--- src/hdl/ctrle_pkg.sv ---
// ============================================================================
// ctrle_pkg
// Shared types and constants for the corner transform run-length encoder.
// ============================================================================
package ctrle_pkg;

  localparam int PIX_W  = 8;   // pixel width
  localparam int SYM_W  = 11;  // symbol width
  localparam int ROW_W  = 16;  // row counter width
  localparam int POS_W  = 17;  // width for position compares, holds 65536
  localparam int BEC_W  = 28;  // end-of-block counter width
  localparam int MOD_W  = 5;   // Paeth residuals are taken modulo 32

  localparam logic [BEC_W-1:0] BEC_MAX = {BEC_W{1'b1}};

  localparam int DEFAULT_MAX_WIDTH = 4096;

  // Configuration port.
  localparam int CFG_IDX_W  = 3;
  localparam int CFG_DATA_W = 16;

  localparam int WIDTH_W = 13;
  localparam int HEIGHT_W = 16;
  localparam int BSIZE_W = 13;
  localparam int LIMIT_W = 11;
  localparam int LOG_W = 4;

  localparam logic [WIDTH_W-1:0]  WIDTH_RST  = 13'd4096;
  localparam logic [HEIGHT_W-1:0] HEIGHT_RST = 16'd1024;
  localparam logic [BSIZE_W-1:0]  BSIZE_RST  = 13'd32;
  localparam logic [LIMIT_W-1:0]  LIMIT_RST  = 11'd1024;
  localparam logic [LIMIT_W-1:0]  LIMIT_MAX  = 11'd1024;
  localparam logic [LOG_W-1:0]    LOG_RST    = 4'd4;
  localparam logic [LOG_W-1:0]    LOG_MAX    = 4'd8;

  typedef enum logic [CFG_IDX_W-1:0] {
    REG_IMAGE_WIDTH    = 3'd0,
    REG_IMAGE_HEIGHT   = 3'd1,
    REG_BLOCK_SIZE     = 3'd2,
    REG_PREDICTOR_MODE = 3'd3,
    REG_SYMBOL_LIMIT   = 3'd4,
    REG_RUN_RADIX_LOG  = 3'd5,
    REG_EOB_RADIX_LOG  = 3'd6
  } cfg_reg_t;

  typedef enum logic [2:0] {
    ST_IDLE,
    ST_CALC,
    ST_REM,
    ST_UPDATE,
    ST_EOB,
    ST_RUN,
    ST_RESID
  } state_t;

  // Current pixel (a), left (b), up-left (c) and above (d).
  typedef struct packed {
    logic [PIX_W-1:0] a;
    logic [PIX_W-1:0] b;
    logic [PIX_W-1:0] c;
    logic [PIX_W-1:0] d;
  } nbr_t;

endpackage

--- src/hdl/ctrle_residual.sv ---
// ============================================================================
// ctrle_residual
// Forms the residual of one pixel from its neighborhood, either by the
// corner transform with zig-zag mapping or by Paeth prediction modulo 32.
// ============================================================================
module ctrle_residual (
  input  ctrle_pkg::nbr_t                nbr,
  input  logic                           paeth,
  input  logic                           col0,
  output logic [ctrle_pkg::SYM_W-1:0]    res
);

  logic signed [10:0] sa, sb, sc, sd;
  logic signed [10:0] t, tt;
  logic signed [10:0] dpb, dpd, dpc;
  logic [10:0] pb, pd, pc;
  logic [ctrle_pkg::PIX_W-1:0] pred;
  logic [ctrle_pkg::PIX_W-1:0] diff;
  logic [ctrle_pkg::SYM_W-1:0] zz;

  assign sa = $signed({3'b000, nbr.a});
  assign sb = $signed({3'b000, nbr.b});
  assign sc = $signed({3'b000, nbr.c});
  assign sd = $signed({3'b000, nbr.d});

  // Corner transform; the zig-zag of a negative value is the complement of 2t.
  assign t  = col0 ? (sa - sd) : (sa - sb - sd + sc);
  assign tt = t <<< 1;
  assign zz = t[10] ? ~tt : tt;

  // Paeth distances from p = b + d - c.
  assign dpb = sd - sc;
  assign dpd = sb - sc;
  assign dpc = sb + sd - sc - sc;
  assign pb  = dpb[10] ? -dpb : dpb;
  assign pd  = dpd[10] ? -dpd : dpd;
  assign pc  = dpc[10] ? -dpc : dpc;

  always_comb begin
    if (col0) begin
      pred = nbr.d;
    end else if (pb <= pd && pb <= pc) begin
      pred = nbr.b;
    end else if (pd <= pc) begin
      pred = nbr.d;
    end else begin
      pred = nbr.c;
    end
  end

  assign diff = nbr.a - pred;
  assign res  = paeth ? ctrle_pkg::SYM_W'(diff[ctrle_pkg::MOD_W-1:0]) : zz;

endmodule
--- config.mk ---
export PLATFORM = sky130hd
export DESIGN_NAME = ctrle_residual
export DESIGN_NICKNAME = d
export VERILOG_FILES = /design/src/hdl/ctrle_pkg.sv /design/src/hdl/ctrle_residual.sv
export SDC_FILE = /design/constraint.sdc
export NUM_CORES = 1
export LEC_CHECK = 0
export BUFFER_PORTS_ARGS = -buffer_cell sky130_fd_sc_hd__buf_2
export CELL_PAD_IN_SITES_DETAIL_PLACEMENT = 0
export CELL_PAD_IN_SITES_GLOBAL_PLACEMENT = 1
export CORE_MARGIN = 5
export CORE_UTILIZATION = 47
export DETAILED_ROUTE_END_ITERATION = 8
export GPL_TIMING_DRIVEN = 0
export PLACE_DENSITY_LB_ADDON = 0.1
export SYNTH_ARGS = -nofsm -noshare
export SYNTH_HDL_FRONTEND = slang
export SYNTH_SLANG_ARGS = --single-unit
--- constraint.sdc ---
create_clock -name vclk -period 8.5
set_input_delay 0.85 -clock vclk [all_inputs]
set_output_delay 0.85 -clock vclk [all_outputs]
set_load 0.02 [all_outputs]
==> qor.csv, run 1 <==
stage;metric;value;unit
outcome;status;finished, final reports clean;
critical_path;Startpoint Class;input port;
routing;post-route antenna net violation count;0;
routing;DRT iter0 DRCs;117;
synth;Synth Cell Area;0.00444;mm^2
routing;WL per Instance;14.7;um
grt;met3 Track Usage GR;0.602;%
routing;drt via density;5.33;
routing;vias;4128;
sta;FMAX;0.123;GHz
synth;Post-Synth XOR/XNOR Area;13.4;%
placement;dpl cells;760;
routing;DRC viols;0;
synth;Post-Synth Adder-Cell Area;39.5;%
synth;Yosys Warn Count;0;
grt;vias in the first global route;4194;
critical_path;critical path fanouts, max;4;
pwr;pwr dens;270;mW/mm^2
layout;Area Growth Syn to Fin;18.1;%
floorplanning;die width;107;um
grt;GR peak layer;met2;
grt;Global Route Usage Sum;20.4;%
layout;FF+latch area;0;um^2
layout;layout cells sized above 1;16.3;%
routing;DR pass1 iterations;4;
job;Max Cap Viol;0;
synth;Netlist cell types;53;
routing;final wirelength;11400;um
critical_path;CP arrival;7.28;ns
sta;slew of the pin with the lowest slew margin;0.875;ns
pwr;VDD IR max;0.000143;V
synth;top-count cell post-synth;ha_1;
critical_path;Crit. End Element;primary output;
synth;Gate Count Post-Synth;578;
sta;Setup-failing EPs final;0;
layout;final std cells w/o fill;774;
sta;Slew Viols, Final;0;
floorplanning;chip height;107;um
layout;filler instances;919;
synth;post-synth top area share;29.6;%
layout;ANT cells;0;
sta;Final min period;8.13;ns
critical_path;Max stage delay cell, worst path;fa_1;
layout;NumNets Final;808;
placement;post-DP HPWL;10100;um
floorplanning;Placeable Area;0.00924;mm^2
floorplanning;FP Rows;35;
layout;CLK BUF;0;
sta;fin crit share;95.7;%
critical_path;critical path class;input port to primary output;
floorplanning;IO Count;45;
critical_path;Worst EP required;7.65;ns
layout;FF+latch count;0;
layout;footprint of the multi-input gates;0.00444;mm^2
grt;GR Util met2;35.1;%
sta;final hold vios;0;
pwr;Leak;2.49;nW
synth;Syn Area/Cell;7.68;um^2
synth;main combinational cell family by area after synthesis;adder cells;
grt;largest net degree at the start of global routing;11;
min_path;Min-Delay Path Class;input port to primary output;
grt;Congestion Overflow GR;0;
synth;Compound-Gate Fraction of Synth Area;21.8;%
floorplanning;Initial Utilization;48.0;%
clock_tree;number of hold buffers added after cts;0;
sta;hold_ws;2.10;ns
floorplanning;die area;0.0115;mm^2
pwr;Tot Pwr;1.42;mW
critical_path;max incr delay on CP;0.54;ns
synth;simple-gate share of the synthesized area;16.8;%
grt;antenna violations before repair;0;
sta;worst rel slew slack;40.9;%
grt;first-pass GRT wire length;19600;um
grt;met1 Use GR;30.2;%
synth;synth cell count leaders;ha_1 (105), inv_1 (69), a21oi_1 (52);
synth;sequential cell area fraction in the yosys report;0;%
placement;GP Congestion;0.876;
synth;multiplexer share of the synthesized area;1.89;%
synth;largest cells by area after synthesis;ha_1 (30%), fa_1 (9.9%), xnor2_1 (8.9%);
synth;post-synth top area cell;ha_1;
placement;Port Buffers;45;
-- metrics by stage --
stage	utilization [%]	setup TNS, ns	instance area (um^2)	setup WS, ns
2_1_floorplan	-	0	4470	0.495
3_3_place_gp	52.5	-2.07	4850	-0.788
3_5_place_dp	52.5	-2.73	4850	-0.930
4_1_cts	53.6	0	4960	0.0266
5_1_grt	56.7	-0.0298	5240	-0.0298
6_report	56.7	0	5240	0.369
-- logic make-up (layout without fill, tap and decap cells) --
logic type	Yosys count	after routing
muxes	8	8
and+or+nand+nor	147	147
buffers and inverters	75	134
other	2	10
adders and majority gates	127	127
AOI/OAI and AO/OA	151	151
xor gates and xnor gates	68	68
-- final cells by class --
type | instances | share of cell area [%]
multi-input combinational | 511 | 84.8
timing repair buffer | 59 | 6.71
inverter | 70 | 5.08
tap | 129 | 3.08
buffer | 5 | 0.358
-- placed cells by master (no fill, tap or decap), types with 4 or more instances in the layout --
cell type,instances
buf_2,43
xnor2_1,43
inv_1,68
a21oi_2,7
conb_1,10
nor2b_1,14
nand2b_1,10
nor3_1,9
clkbuf_1,5
o21a_1,13
fa_1,20
o22a_1,4
nand3_1,7
o21ai_1,6
xor2_1,23
nand2_1,25
a21oi_1,43
ha_1,101
nor2_1,45
nand4_1,6
buf_4,14
a21o_1,14
o31a_1,4
mux2i_1,5
nor4b_1,4
o21ai_0,24
-- layer usage --
metal  share of wire (%)  vias up
li1                    -     2147
met1                  53     1927
met2                  45       54
met3                 2.3        0
met4                   0        0
met5                   0        -
-- what timing repair did --
| action | 4_1_cts | 5_1_grt |
|---|---|---|
| setup endpoints to repair | 5 | 4 |
| gates resized for setup | 16 | 41 |
| buffers inserted | 3 | 11 |
| pin swaps | 3 | 26 |
-- power breakdown --
| part | internal, mW | switching, mW |
|---|---|---|
| Combinational | 0.649 | 0.768 |
| Clock | 0 | 0 |
| Sequential | 0 | 0 |
-- path summary, 6_finish.rpt --
kind,start,endpoint,depth (start not counted)
setup / recovery,nbr[1],res[4],35
hold / removal,paeth,res[1],3
-- worst max-delay path, delay by kind of cell --
family	cells	cell delay, ns
fa+ha+maj	6	2.11
compound gates	12	1.79
simple gates	5	1.01
buf+inv	7	0.82
xor+xnor	4	0.59
mux	1	0.13
Power figures use the tool's default switching activity.
==> inputs of run 2 (changes only) <==
--- a/config.mk
+++ b/config.mk
@@ -6,13 +6,14 @@
 export NUM_CORES = 1
 export LEC_CHECK = 0
 export BUFFER_PORTS_ARGS = -buffer_cell sky130_fd_sc_hd__buf_2
-export CELL_PAD_IN_SITES_DETAIL_PLACEMENT = 0
+export CELL_PAD_IN_SITES_DETAIL_PLACEMENT = 1
 export CELL_PAD_IN_SITES_GLOBAL_PLACEMENT = 1
 export CORE_MARGIN = 5
 export CORE_UTILIZATION = 47
 export DETAILED_ROUTE_END_ITERATION = 8
 export GPL_TIMING_DRIVEN = 0
 export PLACE_DENSITY_LB_ADDON = 0.1
+export SLEW_MARGIN = 20
 export SYNTH_ARGS = -nofsm -noshare
 export SYNTH_HDL_FRONTEND = slang
 export SYNTH_SLANG_ARGS = --single-unit
==> run 2 against run 1 <==
Count of clock-buffer cells in the layout did not move. Non-clock buffer count rose by 9. Sequential share of layout area did not move. Critical endpoint unchanged. Via count rose by 5.7%. Combinational power rose by 6%. Die area did not move. Wire length rose by 22%. Utilization rose by 1.2 points. Total power rose by 6.8%. Largest power group unchanged. Design area rose by 2.1%.
==> qor.csv, run 2 (synthesis gave the netlist of run 1 again) <==
stage;metric;value;unit;change
routing;Metal-1 WL;6580;um;+9.6%
pwr;Tot Pwr;1.51;mW;+6.8%
min_path;Worst Hold End;res[1];;
min_path;hold_sp;paeth;;
layout;FF+latch count;0;;unchanged
sta;fin crit share;96.9;%;+1.3 points
routing;DRT iter0 DRCs;101;;-14%
routing;final wirelength;13900;um;+22%
min_path;Hold Path Cell Cnt;3;;unchanged
pwr;Leak;2.54;nW;+1.8%
routing;post-route antenna net violation count;0;;unchanged
routing;WL met3;236;um;-9.6%
sta;final hold vios;0;;unchanged
floorplanning;chip height;107;um;unchanged
layout;CLK BUF;0;;unchanged
floorplanning;die width;107;um;unchanged
sta;Final min period;8.24;ns;+0.109 ns
critical_path;critical path class;input port to primary output;;
critical_path;max incr delay on CP;0.54;ns;about the same
layout;post-route cell area;0.00535;mm^2;+2.1%
layout;footprint of the multi-input gates;0.00449;mm^2;+1.0%
sta;worst rel slew slack;39.8;%;-1.0 points
sta;Slew Viols, Final;0;;unchanged
floorplanning;IO Count;45;;unchanged
critical_path;Worst EP required;7.65;ns;about the same
layout;most frequent cells in the layout;ha_1 (97), inv_1 (64), nor2_1 (46);;
routing;DR pass1 iterations;4;;unchanged
min_path;Min-Delay Path Class;input port to primary output;;
critical_path;Crit. End Element;primary output;;
floorplanning;Initial Utilization;48.0;%;unchanged
placement;dpl cells;760;;unchanged
sta;FMAX;0.121;GHz;-1.3%
routing;wire length on met2;6910;um;+35%
grt;antenna violations before repair;0;;unchanged
layout;filler instances;1168;;+27%
routing;WL per Instance;17.7;um;+21%
layout;commonest non-fill, non-tap cell in the layout;ha_1;;
routing;vias;4362;;+5.7%
outcome;status;finished, final reports clean;;
layout;layout cells sized above 1;18.7;%;+2.4 points
layout;Area Growth Syn to Fin;20.6;%;
placement;post-DP HPWL;11600;um;+15%
placement;GP Congestion;0.876;;unchanged
layout;final std cells w/o fill;783;;+1.2%
pwr;pwr dens;283;mW/mm^2;+4.5%
placement;Port Buffers;45;;unchanged
critical_path;Startpoint Class;input port;;
layout;ANT cells;0;;unchanged
sta;setup ws final;0.260;ns;-0.109 ns
grt;Congestion Overflow GR;0;;unchanged
routing;Top Layer Used;met4;;
floorplanning;die area;0.0115;mm^2;unchanged
routing;drt via density;5.57;;+4.5%
routing;DRC viols;0;;unchanged
layout;NumNets Final;817;;+1.1%
grt;largest net degree at the start of global routing;11;;unchanged
floorplanning;Placeable Area;0.00924;mm^2;unchanged
grt;first-pass GRT wire length;22400;um;+14%
critical_path;Max stage delay cell, worst path;fa_1;;
placement;Place WS;-1.03;ns;-0.105 ns
grt;Global Route Usage Sum;23.5;%;+3.1 points
pwr;VDD IR max;0.000176;V;+23%
layout;FF+latch area;0;um^2;unchanged
sta;Setup-failing EPs final;0;;unchanged
critical_path;critical path fanouts, max;4;;unchanged
sta;slew of the pin with the lowest slew margin;0.890;ns;+0.0152 ns
grt;vias in the first global route;4648;;+11%
floorplanning;FP Rows;35;;unchanged
critical_path;most frequent CP cell;a21o_1;;
sta;hold_ws;2.11;ns;+0.00495 ns
placement;Area after DPL;0.00485;mm^2;unchanged
critical_path;Setup crit start;nbr[17];;
critical_path;CP arrival;7.39;ns;+0.11 ns
job;Max Cap Viol;0;;unchanged
[run 2: how the worst max path moves through the flow]
| stage | to | slack (ns) | cells past startpoint |
|---|---|---|---|
| CTS | res[4] | 0.005 | 34 |
| global placement | res[4] | -0.79 | 34 |
| detailed placement | res[4] | -1.03 | 35 |
| finish | res[4] | 0.26 | 35 |
| global route | res[4] | -0.13 | 36 |
| floorplan | res[4] | 0.49 | 32 |
[run 2: layout make-up]
type	count	area share, %
Buffer	5	0.351
Multi-Input combinational cell	511	83.8
Tap cell	129	3.01
Inverter	70	5.09
Timing Repair Buffer	68	7.71
[run 2: power by group]
part | internal, mW | total [mW] | switching (mW)
registers | 0 | 0 | 0
clock network | 0 | 0 | 0
logic | 0.681 | 1.51 | 0.833
[run 2: routing by layer]
metal	global-route usage, %	vias to the layer above
li1	-	2162
met1	32.5	2143
met2	42.5	47
met3	0.482	10
met4	2.01	0
met5	0	-
[run 2: stage by stage]
stage | setup TNS, ns | utilization [%]
3_5_place_dp | -3.10 | 52.5
6_report | 0 | 57.9
2_1_floorplan | 0 | -
3_3_place_gp | -2.07 | 52.5
5_1_grt | -0.126 | 57.9
4_1_cts | 0 | 54.6
[run 2: critical path: cells and delay by family]
| kind | cells | cell delay, ns |
|---|---|---|
| multiplexers | 1 | 0.09 |
| AND/OR/NAND/NOR | 4 | 0.80 |
| adder cells (fa/ha/maj) | 6 | 2.01 |
| XOR/XNOR | 4 | 0.60 |
| AO/OA/AOI/OAI | 15 | 2.59 |
| buffers and inverters | 5 | 0.44 |
[run 2: what timing repair did]
item | in CTS | in global routing
hold buffers | 0 | 0
setup endpoints to repair | 5 | 3
buffers inserted | 8 | 15
resized for setup | 28 | 43
pin swaps | 10 | 39
==> inputs of run 3 (changes only) <==
--- a/config.mk
+++ b/config.mk
@@ -9,7 +9,7 @@
 export CELL_PAD_IN_SITES_DETAIL_PLACEMENT = 1
 export CELL_PAD_IN_SITES_GLOBAL_PLACEMENT = 1
 export CORE_MARGIN = 5
-export CORE_UTILIZATION = 47
+export CORE_UTILIZATION = 45
 export DETAILED_ROUTE_END_ITERATION = 8
 export GPL_TIMING_DRIVEN = 0
 export PLACE_DENSITY_LB_ADDON = 0.1
==> run 3 against run 2 <==
Largest cell class unchanged. Highest routed layer unchanged. Maximum frequency grew 0.96%. Sequential cell count did not move. Wire length shrank 4.1%. Die area up 4.0%.
==> qor.csv, run 3 (synthesis gave the netlist of run 1 again) <==
stage;metric;value;unit;change
layout;FF+latch area;0;um^2;unchanged
sta;final hold vios;0;;unchanged
routing;WL per Instance;17.1;um;-3.3%
sta;worst rel slew slack;43.1;%;+3.2 points
critical_path;crit-path leading delay family;compound AO/OA/AOI/OAI gates;;
grt;Congestion Overflow GR;0;;unchanged
pwr;VDD IR max;0.000120;V;-32%
placement;GP Congestion;0.856;;-2.4%
routing;DRT iter0 DRCs;129;;+28%
grt;largest net degree at the start of global routing;11;;unchanged
floorplanning;IO Count;45;;unchanged
pwr;power share of the clock group;0;%;unchanged
critical_path;CP Capture Point;res[4];;
sta;slew of the pin with the lowest slew margin;0.842;ns;-0.0480 ns
sta;Final min period;8.16;ns;-0.0782 ns
routing;WL met3;401;um;+70%
floorplanning;Placeable Area;0.00968;mm^2;+4.8%
sta;FMAX;0.123;GHz;+0.96%
routing;final wirelength;13300;um;-4.1%
sta;hold_ws;2.10;ns;-0.00986 ns
routing;DR pass1 iterations;4;;unchanged
layout;ANT cells;0;;unchanged
pwr;P_sw;0.812;mW;-2.4%
pwr;pwr dens;280;mW/mm^2;-0.82%
outcome;status;finished, final reports clean;;
layout;FF+latch count;0;;unchanged
critical_path;critical path class;input port to primary output;;
critical_path;critical path fanouts, max;4;;unchanged
floorplanning;FP Rows;36;;+2.9%
critical_path;Startpoint Class;input port;;
sta;Slew Viols, Final;0;;unchanged
critical_path;crit path buf inv count;5;;unchanged
routing;vias;4281;;-1.9%
critical_path;most frequent CP cell;a21oi_2;;
floorplanning;die area;0.0119;mm^2;+4.0%
job;Max Cap Viol;0;;unchanged
routing;drt via density;5.52;;-0.97%
routing;DRC viols;0;;unchanged
pwr;Reg power frac;0;%;unchanged
grt;Global Route Usage Sum;22.7;%;-0.86 points
floorplanning;die width;109;um;+2.0%
critical_path;max incr delay on CP;0.55;ns;about the same
pwr;Internal;0.661;mW;-2.9%
layout;final core occ;54.3;%;-3.7 points
critical_path;Max stage delay cell, worst path;o32ai_4;;
pwr;switching part of the total;55.1;%;+0.12 points
layout;layout cells sized above 1;17.0;%;-1.7 points
layout;most frequent cells in the layout;ha_1 (100), inv_1 (64), nor2_1 (44);;
min_path;Min-Delay Path Class;input port to primary output;;
routing;Top Layer Used;met4;;
layout;CLK BUF;0;;unchanged
floorplanning;Initial Utilization;45.8;%;-2.2 points
routing;Metal-1 WL;6100;um;-7.3%
sta;fin crit share;96.0;%;-0.92 points
placement;post-DP HPWL;11500;um;-0.85%
routing;post-route antenna net violation count;0;;unchanged
grt;first-pass GRT wire length;21900;um;-1.9%
floorplanning;chip height;109;um;+2.0%
grt;vias in the first global route;4539;;-2.3%
placement;Port Buffers;45;;unchanged
critical_path;Worst EP required;7.65;ns;about the same
critical_path;Setup crit start;nbr[1];;
critical_path;Levels on crit path;33;;-5.7%
routing;wire length on met2;6640;um;-4.0%
grt;antenna violations before repair;0;;unchanged
layout;commonest non-fill, non-tap cell in the layout;ha_1;;
pwr;Leak;2.49;nW;-2.1%
sta;Setup-failing EPs final;0;;unchanged
layout;Area Growth Syn to Fin;18.4;%;
pwr;combinational share of power;100.0;%;about the same
critical_path;CP arrival;7.31;ns;-0.08 ns
layout;NumNets Final;806;;-1.3%
critical_path;Crit. End Element;primary output;;
-- run 3: cell types whose count changed in the layout (fill, tap and decap cells not counted), moves of 2 or more --
cell,before,now
buf_4,24,12
ha_1,97,100
ha_4,6,4
nor2_1,46,44
nor2_2,2,4
-- run 3: through the flow --
step / power [mW] / std cells / worst slack [ns] / cell area [um^2] / TNS (ns)
floorplan: 0.915 / 586 / 0.495 / 4470 / 0
global route: 1.64 / 776 / -0.0931 / 5260 / -0.0931
finish: 1.47 / 776 / 0.338 / 5260 / 0
CTS: 1.32 / 769 / 0.0273 / 4990 / 0
global placement: 1.16 / 764 / -0.819 / 4860 / -2.17
detailed placement: 1.21 / 764 / -0.947 / 4860 / -2.78
-- run 3: repair_timing --
action,in CTS,in global routing
pin swaps,7,38
setup buffers,5,7
endpoints found under the setup margin,5,3
gates resized for setup,23,48
hold buffers,0,0
gates cloned,0,0
-- run 3: layer usage --
metal,track usage (%),vias up
li1,-,2147
met1,30.7,2066
met2,41.7,58
met3,0.528,10
met4,2.05,0
met5,0,-
-- run 3: worst min path at each step --
stage                     start      to  slack (ns)  cells after the start
final                     paeth  res[1]        2.10                      3
after global routing      paeth  res[1]        2.14                      3
after CTS                 paeth  res[1]        2.10                      3
after detailed placement  paeth  res[1]        2.10                      3
after global placement    paeth  res[1]        2.09                      3
after floorplan           paeth  res[1]        1.85                      1
-- run 3: final cells by class --
cell class	count	area, um^2
timing repair buffer	57	334
inverter	70	269
multi-input combinational	511	4470
buffer	5	18.8
fill	1198	4430
tap	133	166
-- run 3: power by group through the flow --
| stage | registers, mW | clock network (mW) | logic, mW |
|---|---|---|---|
| finish | 0 | 0 | 1.47 |
| global route | 0 | 0 | 1.64 |
| CTS | 0 | 0 | 1.32 |
| detailed placement | 0 | 0 | 1.21 |
| global placement | 0 | 0 | 1.16 |
| floorplan | 0 | 0 | 0.915 |
